--- config.mk ---
export PLATFORM = sky130hd
export DESIGN_NAME = multichannel_pulse_train_generator_flat
export DESIGN_NICKNAME = d
export VERILOG_FILES = /design/src/hw/rtl/mptg_pkg.sv /design/src/hw/rtl/mptg_if.sv /design/src/hw/rtl/mptg_regs.sv /design/src/hw/rtl/mptg_lane.sv /design/src/hw/rtl/multichannel_pulse_train_generator.sv /design/src/flat_wrapper.sv
export SDC_FILE = /design/constraint.sdc
export NUM_CORES = 2
export LEC_CHECK = 0
export BUFFER_PORTS_ARGS = -buffer_cell sky130_fd_sc_hd__buf_2
export CAP_MARGIN = 20
export CORE_MARGIN = 3
export CORE_UTILIZATION = 45
export DETAILED_ROUTE_END_ITERATION = 10
export HOLD_SLACK_MARGIN = 0.03
export PLACE_DENSITY = 0.72
export SLEW_MARGIN = 10
export SYNTH_ARGS = -nofsm -noshare
export SYNTH_HDL_FRONTEND = slang
export SYNTH_SLANG_ARGS = --single-unit
--- constraint.sdc ---
create_clock -name clk -period 5.9 [get_ports clk]
set_clock_uncertainty 0.2 [all_clocks]
set_input_delay 0.885 -clock clk [delete_from_list [all_inputs] [get_ports clk]]
set_output_delay 0.885 -clock clk [all_outputs]
set_load 0.01 [all_outputs]
--- src/hw/rtl/mptg_pkg.sv ---
// shared types and constants for the multichannel pulse train generator
`timescale 1ns / 1ps

package mptg_pkg;

  // channel slots in the register map and in the result fields
  localparam int NUM_LANES = 4;

  localparam int WORD_W = 32;
  localparam int FUNC_W = 3;
  localparam int CHAN_W = 3;
  localparam int ADDR_W = 5;

  typedef logic [WORD_W-1:0] word_t;
  typedef logic [FUNC_W-1:0] func_t;
  typedef logic [CHAN_W-1:0] chan_t;
  typedef logic [ADDR_W-1:0] addr_t;

  // command codes
  localparam func_t FUNC_TICK      = 3'd0;
  localparam func_t FUNC_START     = 3'd1;
  localparam func_t FUNC_STOP      = 3'd2;
  localparam func_t FUNC_START_ALL = 3'd3;
  localparam func_t FUNC_STOP_ALL  = 3'd4;

  // register reset values
  localparam word_t PERIOD_RESET = 32'd1000;
  localparam word_t LIMIT_RESET  = 32'd10;

  // per-lane command decoded from one word
  typedef struct packed {
    logic en;              // word is being processed this cycle
    logic tick;
    logic start;           // start this lane unconditionally
    logic start_if_limit;  // start this lane if its limit is nonzero
    logic stop;
  } lane_cmd_t;

endpackage

--- src/hw/rtl/mptg_if.sv ---
// command and result channel interfaces
`timescale 1ns / 1ps

interface mptg_cmd_if;
  logic                 valid;
  logic                 ready;
  logic [2:0]           func;
  logic [2:0]           channel;

  modport source (output valid, output func, output channel, input ready);
  modport sink   (input valid, input func, input channel, output ready);
endinterface

interface mptg_res_if;
  logic                 valid;
  logic                 ready;
  logic [3:0]           pin_levels;
  logic [3:0]           running_mask;
  logic [31:0]          selected_pulse_count;

  modport source (output valid, output pin_levels, output running_mask,
                  output selected_pulse_count, input ready);
  modport sink   (input valid, input pin_levels, input running_mask,
                  input selected_pulse_count, output ready);
endinterface

--- src/hw/rtl/mptg_regs.sv ---
// apb register file holding period and pulse limit per channel
`timescale 1ns / 1ps

module mptg_regs (
  input  logic            clk,
  input  logic            rst,
  input  logic            psel,
  input  logic            penable,
  input  logic            pwrite,
  input  mptg_pkg::addr_t paddr,
  input  mptg_pkg::word_t pwdata,
  output mptg_pkg::word_t prdata,
  output logic            pready,
  output mptg_pkg::word_t period [mptg_pkg::NUM_LANES],
  output mptg_pkg::word_t limit  [mptg_pkg::NUM_LANES]
);
  import mptg_pkg::*;

  logic       wr_en;
  logic [2:0] reg_idx;

  assign pready  = 1'b1;
  assign wr_en   = psel && penable && pwrite;
  assign reg_idx = paddr[4:2];

  // upper half of the map is the limits, lower half the periods
  always_ff @(posedge clk) begin
    if (rst) begin
      for (int i = 0; i < NUM_LANES; i++) begin
        period[i] <= PERIOD_RESET;
        limit[i]  <= LIMIT_RESET;
      end
    end else if (wr_en) begin
      if (reg_idx[2]) begin
        limit[reg_idx[1:0]] <= pwdata;
      end else begin
        period[reg_idx[1:0]] <= pwdata;
      end
    end
  end

  assign prdata = reg_idx[2] ? limit[reg_idx[1:0]] : period[reg_idx[1:0]];

endmodule

--- src/hw/rtl/mptg_lane.sv ---
// one pulse train channel: tick counter, pulse counter, run flag and pin
`timescale 1ns / 1ps

module mptg_lane (
  input  logic                clk,
  input  logic                rst,
  input  mptg_pkg::lane_cmd_t cmd,
  input  mptg_pkg::word_t     period,
  input  mptg_pkg::word_t     limit,
  output logic                pin_next,
  output logic                run_next,
  output mptg_pkg::word_t     done_next,
  output logic                run
);
  import mptg_pkg::*;

  word_t elapsed;
  word_t elapsed_next;
  word_t done;
  logic  pin;
  word_t ticked;
  word_t done_inc;
  logic  do_start;

  assign ticked   = elapsed + 32'd1;
  assign done_inc = done + 32'd1;
  assign do_start = cmd.start || (cmd.start_if_limit && (limit != '0));

  always_comb begin
    elapsed_next = elapsed;
    done_next    = done;
    run_next     = run;
    pin_next     = pin;
    priority if (cmd.tick) begin
      if (run) begin
        pin_next = (elapsed < (period >> 1));
        if (ticked >= period) begin
          done_next    = done_inc;
          elapsed_next = '0;
          if (done_inc >= limit) begin
            run_next = 1'b0;
          end
        end else begin
          elapsed_next = ticked;
        end
      end else begin
        pin_next = 1'b0;
      end
    end else if (do_start) begin
      done_next    = '0;
      elapsed_next = '0;
      run_next     = 1'b1;
    end else if (cmd.stop) begin
      run_next = 1'b0;
    end else begin
      run_next = run;
    end
  end

  always_ff @(posedge clk) begin
    if (rst) begin
      elapsed <= '0;
      done    <= '0;
      run     <= 1'b0;
      pin     <= 1'b0;
    end else if (cmd.en) begin
      elapsed <= elapsed_next;
      done    <= done_next;
      run     <= run_next;
      pin     <= pin_next;
    end
  end

endmodule

--- src/hw/rtl/multichannel_pulse_train_generator.sv ---
// top level of the multichannel pulse train generator
`timescale 1ns / 1ps

// Up to four independent channels each emit a counted train of square pulses.
// Every command word (tick, start, stop, start all, stop all) yields one result
// word with the pin levels, the running flags and the pulse count of the
// addressed channel. A word is captured in an input register, processed by the
// channel update logic (one 32-bit increment and compare per counter) and
// written to the result register once that is free, so the block takes one
// word per clock; it keeps that rate while a result waits, until both the input
// and result registers are full. Periods and limits are set through the apb
// port (period i at byte 4*i, limit i at 16+4*i) while the block is idle, which
// the user must ensure as the block does not enforce it; pready is always high.

module multichannel_pulse_train_generator #(
  parameter int NUM_CHANNELS = 4
) (
  input  logic              clk,
  input  logic              rst,
  mptg_cmd_if.sink          cmd,
  mptg_res_if.source        res,
  input  logic              psel,
  input  logic              penable,
  input  logic              pwrite,
  input  mptg_pkg::addr_t   paddr,
  input  mptg_pkg::word_t   pwdata,
  output mptg_pkg::word_t   prdata,
  output logic              pready
);
  import mptg_pkg::*;

  localparam chan_t NumCh = CHAN_W'(NUM_CHANNELS);

  // register file
  word_t period [NUM_LANES];
  word_t limit  [NUM_LANES];

  mptg_regs u_regs (
    .clk     (clk),
    .rst     (rst),
    .psel    (psel),
    .penable (penable),
    .pwrite  (pwrite),
    .paddr   (paddr),
    .pwdata  (pwdata),
    .prdata  (prdata),
    .pready  (pready),
    .period  (period),
    .limit   (limit)
  );

  // input register
  logic  s1_valid;
  func_t s1_func;
  chan_t s1_channel;
  logic  s1_advance;

  // result register
  logic                 out_valid;
  logic [NUM_LANES-1:0] out_pins;
  logic [NUM_LANES-1:0] out_run;
  word_t                out_count;

  // word moves from input to result register when the result slot frees up
  assign s1_advance = s1_valid && (!out_valid || res.ready);
  assign cmd.ready  = !s1_valid || s1_advance;

  always_ff @(posedge clk) begin
    if (rst) begin
      s1_valid <= 1'b0;
    end else begin
      if (cmd.valid && cmd.ready) begin
        s1_valid <= 1'b1;
      end else if (s1_advance) begin
        s1_valid <= 1'b0;
      end
    end
    if (cmd.valid && cmd.ready) begin
      s1_func    <= cmd.func;
      s1_channel <= cmd.channel;
    end
  end

  // channel lanes
  logic [NUM_LANES-1:0] pin_next;
  logic [NUM_LANES-1:0] run_next;
  logic [NUM_LANES-1:0] run_q;
  word_t                done_next [NUM_LANES];
  logic                 in_range;

  assign in_range = (s1_channel < NumCh);

  for (genvar i = 0; i < NUM_LANES; i++) begin : g_lane
    if (i < NUM_CHANNELS) begin : g_on
      lane_cmd_t lcmd;
      // channel compare only matches in-range lanes, so no extra range gate
      assign lcmd.en             = s1_advance;
      assign lcmd.tick           = (s1_func == FUNC_TICK);
      assign lcmd.start          = (s1_func == FUNC_START) && (s1_channel == CHAN_W'(i));
      assign lcmd.start_if_limit = (s1_func == FUNC_START_ALL);
      assign lcmd.stop           = ((s1_func == FUNC_STOP) && (s1_channel == CHAN_W'(i)))
                                   || (s1_func == FUNC_STOP_ALL);

      mptg_lane u_lane (
        .clk       (clk),
        .rst       (rst),
        .cmd       (lcmd),
        .period    (period[i]),
        .limit     (limit[i]),
        .pin_next  (pin_next[i]),
        .run_next  (run_next[i]),
        .done_next (done_next[i]),
        .run       (run_q[i])
      );
    end else begin : g_off
      // unbuilt channel: never runs, pin low, count zero
      assign pin_next[i]  = 1'b0;
      assign run_next[i]  = 1'b0;
      assign run_q[i]     = 1'b0;
      assign done_next[i] = '0;
    end
  end

  // result register update
  always_ff @(posedge clk) begin
    if (rst) begin
      out_valid <= 1'b0;
    end else begin
      if (s1_advance) begin
        out_valid <= 1'b1;
      end else if (res.ready) begin
        out_valid <= 1'b0;
      end
    end
    if (s1_advance) begin
      out_pins  <= pin_next;
      out_run   <= run_next;
      // in range implies the top channel bit is clear
      out_count <= in_range ? done_next[s1_channel[1:0]] : '0;
    end
  end

  assign res.valid                = out_valid;
  assign res.pin_levels           = out_pins;
  assign res.running_mask         = out_run;
  assign res.selected_pulse_count = out_count;

  // a processed word always lands in the result register
  a_result_follows : assert property (@(posedge clk) disable iff (rst)
    s1_advance |=> res.valid)
    else $error("processed word did not produce a result");

  // channel state holds while a word waits in the input register
  a_state_holds : assert property (@(posedge clk) disable iff (rst)
    (s1_valid && !s1_advance) |=> $stable(run_q))
    else $error("run flags changed while the input word was stalled");

  // out-of-range query reports zero
  a_range_zero : assert property (@(posedge clk) disable iff (rst)
    (s1_advance && !in_range) |=> (res.selected_pulse_count == '0))
    else $error("out-of-range channel reported a nonzero count");

  // a start clears the pulse count of the started channel
  a_start_clears : assert property (@(posedge clk) disable iff (rst)
    (s1_advance && in_range && (s1_func == FUNC_START))
      |=> (res.selected_pulse_count == '0))
    else $error("start did not clear the pulse count");

endmodule

--- src/flat_wrapper.sv ---
// flat-port wrapper written by rule: the top's interface ports become plain ports
module multichannel_pulse_train_generator_flat import mptg_pkg::*;
#(
  parameter int NUM_CHANNELS = 4
)
  (clk, rst, psel, penable, pwrite, paddr, pwdata, prdata, pready, cmd_valid, cmd_func, cmd_channel, cmd_ready, res_valid, res_pin_levels, res_running_mask, res_selected_pulse_count, res_ready);
  mptg_cmd_if cmd_i ();
  mptg_res_if res_i ();
  input  logic clk;
  input  logic rst;
  input  logic psel;
  input  logic penable;
  input  logic pwrite;
  input  mptg_pkg::addr_t paddr;
  input  mptg_pkg::word_t pwdata;
  output mptg_pkg::word_t prdata;
  output logic pready;
  input wire logic [$bits(cmd_i.valid)-1:0] cmd_valid;
  input wire logic [$bits(cmd_i.func)-1:0] cmd_func;
  input wire logic [$bits(cmd_i.channel)-1:0] cmd_channel;
  output wire logic [$bits(cmd_i.ready)-1:0] cmd_ready;
  output wire logic [$bits(res_i.valid)-1:0] res_valid;
  output wire logic [$bits(res_i.pin_levels)-1:0] res_pin_levels;
  output wire logic [$bits(res_i.running_mask)-1:0] res_running_mask;
  output wire logic [$bits(res_i.selected_pulse_count)-1:0] res_selected_pulse_count;
  input wire logic [$bits(res_i.ready)-1:0] res_ready;
  assign cmd_i.valid = cmd_valid;
  assign cmd_i.func = cmd_func;
  assign cmd_i.channel = cmd_channel;
  assign cmd_ready = cmd_i.ready;
  assign res_valid = res_i.valid;
  assign res_pin_levels = res_i.pin_levels;
  assign res_running_mask = res_i.running_mask;
  assign res_selected_pulse_count = res_i.selected_pulse_count;
  assign res_i.ready = res_ready;
  multichannel_pulse_train_generator #(.NUM_CHANNELS(NUM_CHANNELS)) u_core (.clk(clk), .rst(rst), .cmd(cmd_i), .res(res_i), .psel(psel), .penable(penable), .pwrite(pwrite), .paddr(paddr), .pwdata(pwdata), .prdata(prdata), .pready(pready));
endmodule
==> out/results.ini <==
[synth]
synth_cells=4946
synth.area.mux_share_pct=4.662
ys_seq_elements=568
synth_edf_count=46
synth-compound-area-share_pct=20.65
yosys_warnings=0
yosysSeqAreaShare_pct=29.77
synth_top_family_by_area=simple AND/OR/NAND/NOR gates
syn_nets=5380
synth_xor_area_share_pct=5.443
synth_ff_type=dfxtp_1
synth-adder-area-share_pct=12.09
async_flop_share_pct=0
ys_types=104
syn-mean-instance-area_um2=8.036
synthSimpleGateAreaFrac_pct=21.28
syn_area_um2=39750

[grt]
grt_pass1_wl_mm=234.3
grt_max_degree=130
grt_pass1_vias=35440
grt_util_all_layers_pct=34.11
grt_remaining_overflow=0
antenna_found_initial=7

[critical_path]
required_ps=6180
crit_path_max_fanout=11
path_class=reg -> reg
reg2reg_to=u_core.res.selected_pulse_count[21]$_SDFFCE_PP0P_
reg2reg_slack_ps=330
worst_r2r_path_depth=17
cp-end-kind=flop
worstSetupStartpointType=flop
worstPathArrival_ps=5850
timing.rr.start=u_core.g_lane[2].g_on.u_lane.elapsed[2]$_SDFFE_PP0P_

[routing]
ant_nets=0
wirelength_mm=161.2
first_pass_iters=7
drtIter0Drc=5218
vias=38920
drc=0
routed_via_density=6.308
post_drt_wl_per_cell_um=26.12

[cells_and_area]
nFillCells=8273
final_util_pct=50.58
nets=5393
synthToLayoutAreaGrowth_pct=10.92
drive_gt1_share_pct=11.10

[timing]
period_minus_slack_ps=5572
finalSetupViolCount=0
finalMaxSlewViolations=0
relSlewSlack_pct=23.99
rsz0062_at_grt=no
worstMarginPinSlew_ps=1140
hold_violations=0
fmax_mhz=179.5
post-route-period-util_pct=94.43
tns_ps=0

[hold_path]
whs_path_depth=1
min-delay-start=cmd_func[0]
hold_path.class=in -> reg
hold_end=u_core.s1_func[0]$_DFFE_PP_

[pwr]
power_density_nw_per_um2=207.4
p_leak_nw=17.34
ir_drop_uv=224.1

[floorplanning]
die-area_um2=91920
die_x_um=303.2
ios=125
core_area_um2=87160
rows=108
die-height_um=303.2
start_util_pct=45.60

[cts]
root_buffer=clkbuf_16
cts_sinks=568
cts_tree=done
cts_buffers=68
cts-hold-fix-buffers=0
max-clock-path-buffers=3
cts.clk_slew.worst_paths_ps=60
cts_max_level=3
clock_latency_ps=660

[place]
gp_congestion=1.031
place_hpwl_mm=124.4
io_buffers=121

[run_status]
outcome=completed

[job]
drv_cap=0

==> kinds of logic after synthesis <==
kind of cell	after synthesis
buf+inv	602
simple gates	1779
xor+xnor	247
mux	101
compound gates	1264
flops	568
fa+ha+maj	384
other cells	1
==> cell usage in the layout (no fill, tap or decap), types with 34 or more instances in the layout <==
cell type	n
nor2_1	334
and3_1	72
ha_1	384
inv_1	281
nand4_1	105
a21oi_1	497
a21o_1	122
dfxtp_1	522
edfxtp_1	46
buf_2	119
buf_4	133
a22oi_1	137
nand2_1	758
nand3_1	153
xor2_1	91
nor4_1	54
a31oi_1	34
nor3_1	62
mux4_2	64
clkbuf_16	71
or3_1	42
a311oi_1	40
o21ai_0	156
a211o_1	38
xnor2_1	156
==> power breakdown <==
group	internal [mW]	switching, mW	leakage, nW	total (mW)
Clock	2.72	1.92	1.18	4.64
Combinational	0.148	0.388	11.5	0.536
Sequential	3.92	0.0474	4.62	3.97
==> how the worst max path moves through the flow <==
stage / start / end
after floorplan: u_core.g_lane[0].g_on.u_lane.elapsed[0]$_SDFFE_PP0P_ / u_core.res.selected_pulse_count[2]$_SDFFCE_PP0P_
after global placement: u_core.g_lane[0].g_on.u_lane.elapsed[0]$_SDFFE_PP0P_ / u_core.res.selected_pulse_count[27]$_SDFFCE_PP0P_
after detailed placement: u_core.g_lane[0].g_on.u_lane.elapsed[0]$_SDFFE_PP0P_ / u_core.res.selected_pulse_count[27]$_SDFFCE_PP0P_
after CTS: u_core.g_lane[0].g_on.u_lane.elapsed[0]$_SDFFE_PP0P_ / u_core.res.selected_pulse_count[27]$_SDFFCE_PP0P_
after global routing: u_core.g_lane[2].g_on.u_lane.elapsed[0]$_SDFFE_PP0P_ / u_core.res.selected_pulse_count[27]$_SDFFCE_PP0P_
final: u_core.g_lane[2].g_on.u_lane.elapsed[2]$_SDFFE_PP0P_ / u_core.res.selected_pulse_count[21]$_SDFFCE_PP0P_
==> what timing repair did <==
action / 4_1_cts / 5_1_grt
setup endpoints to repair: 0 / 5
buffers inserted: 0 / 1
resized for setup: 0 / 3
==> registers in the layout (all words and copies together), names as in the netlist <==
signal	flops
u_core.g_lane.g_on.u_lane.done	128
u_core.g_lane.g_on.u_lane.elapsed	128
u_core.u_regs.limit	128
u_core.u_regs.period	128
u_core.res.selected_pulse_count	32
u_core.g_lane.g_on.u_lane.pin	4
u_core.g_lane.g_on.u_lane.run	4
u_core.res.pin_levels	4
u_core.res.running_mask	4
u_core.s1_channel	3
u_core.s1_func	3
u_core.res.valid	1
u_core.s1_valid	1
==> final cells by class <==
class	instances	area, um^2	area share (%)
antenna	5	12.51	0.02838
tap	1155	1445	3.278
clock buffer	87	1917	4.348
sequential	568	11830	26.84
timing repair buffer	262	1769	4.013
clock inverter	34	490.5	1.113
inverter	283	1062	2.410
multi-input combinational	3776	25560	57.97
==> layer usage <==
| metal | routed length (um) | part of all wire, % | global-route usage, % |
|---|---|---|---|
| met1 | 65770 | 41 | 46.51 |
| met2 | 67580 | 42 | 50.79 |
| met3 | 18970 | 12 | 7.833 |
| met4 | 8835 | 5.5 | 16.41 |
| met5 | 16 | 0.0099 | 0 |
==> cell usage after synthesis, types with 38 or more instances <==
library cell / number / area share [%]
nand4_1: 105 / 1.7
a311oi_1: 40 / 0.88
xor2_1: 91 / 2.0
inv_1: 282 / 2.7
clkbuf_1: 217 / 2.0
o21ai_0: 157 / 2.0
a21o_1: 122 / 2.3
nor3_1: 66 / 0.83
xnor2_1: 156 / 3.4
dfxtp_1: 522 / 26
nand3_1: 153 / 1.9
ha_1: 384 / 12
a21oi_1: 497 / 6.3
a22oi_1: 137 / 2.6
or3_1: 43 / 0.68
a211o_1: 38 / 0.84
nor4_1: 54 / 0.85
buf_2: 42 / 0.53
nand2_1: 758 / 7.2
edfxtp_1: 46 / 3.5
mux4_2: 64 / 3.6
nor2_1: 341 / 3.2
and3_1: 72 / 1.1
==> stage by stage <==
step | area, um^2 | hold WS (ps) | instances | power [mW] | worst slack (ps)
after global placement | 41630 | 244.4 | 6041 | 4.561 | 369.9
after floorplan | 39750 | 236.6 | 4946 | 4.350 | 1077
after CTS | 44030 | 196.9 | 6162 | 9.155 | 289.2
after detailed placement | 41630 | 250.1 | 6041 | 4.566 | 326.6
after global routing | 44080 | 219.5 | 6168 | 9.339 | 23.99
final | 44090 | 231.1 | 6170 | 9.143 | 328.5
==> critical path: stages (launching register included) <==
cell and delay (ps):
dfxtp_1 460, nand3_1 220, or2_2 420, nor4_4 420, nand3_1 220, buf_4 210, nor2_1 120, xor2_1 250
ha_1 290, a21oi_1 160, o21ai_0 90, a22oi_1 280, nand3_1 340, o21ai_0 280, buf_4 230, a21oi_1 100
o21ai_0 830, a221o_1 260
(Power assumes the default switching activity.)
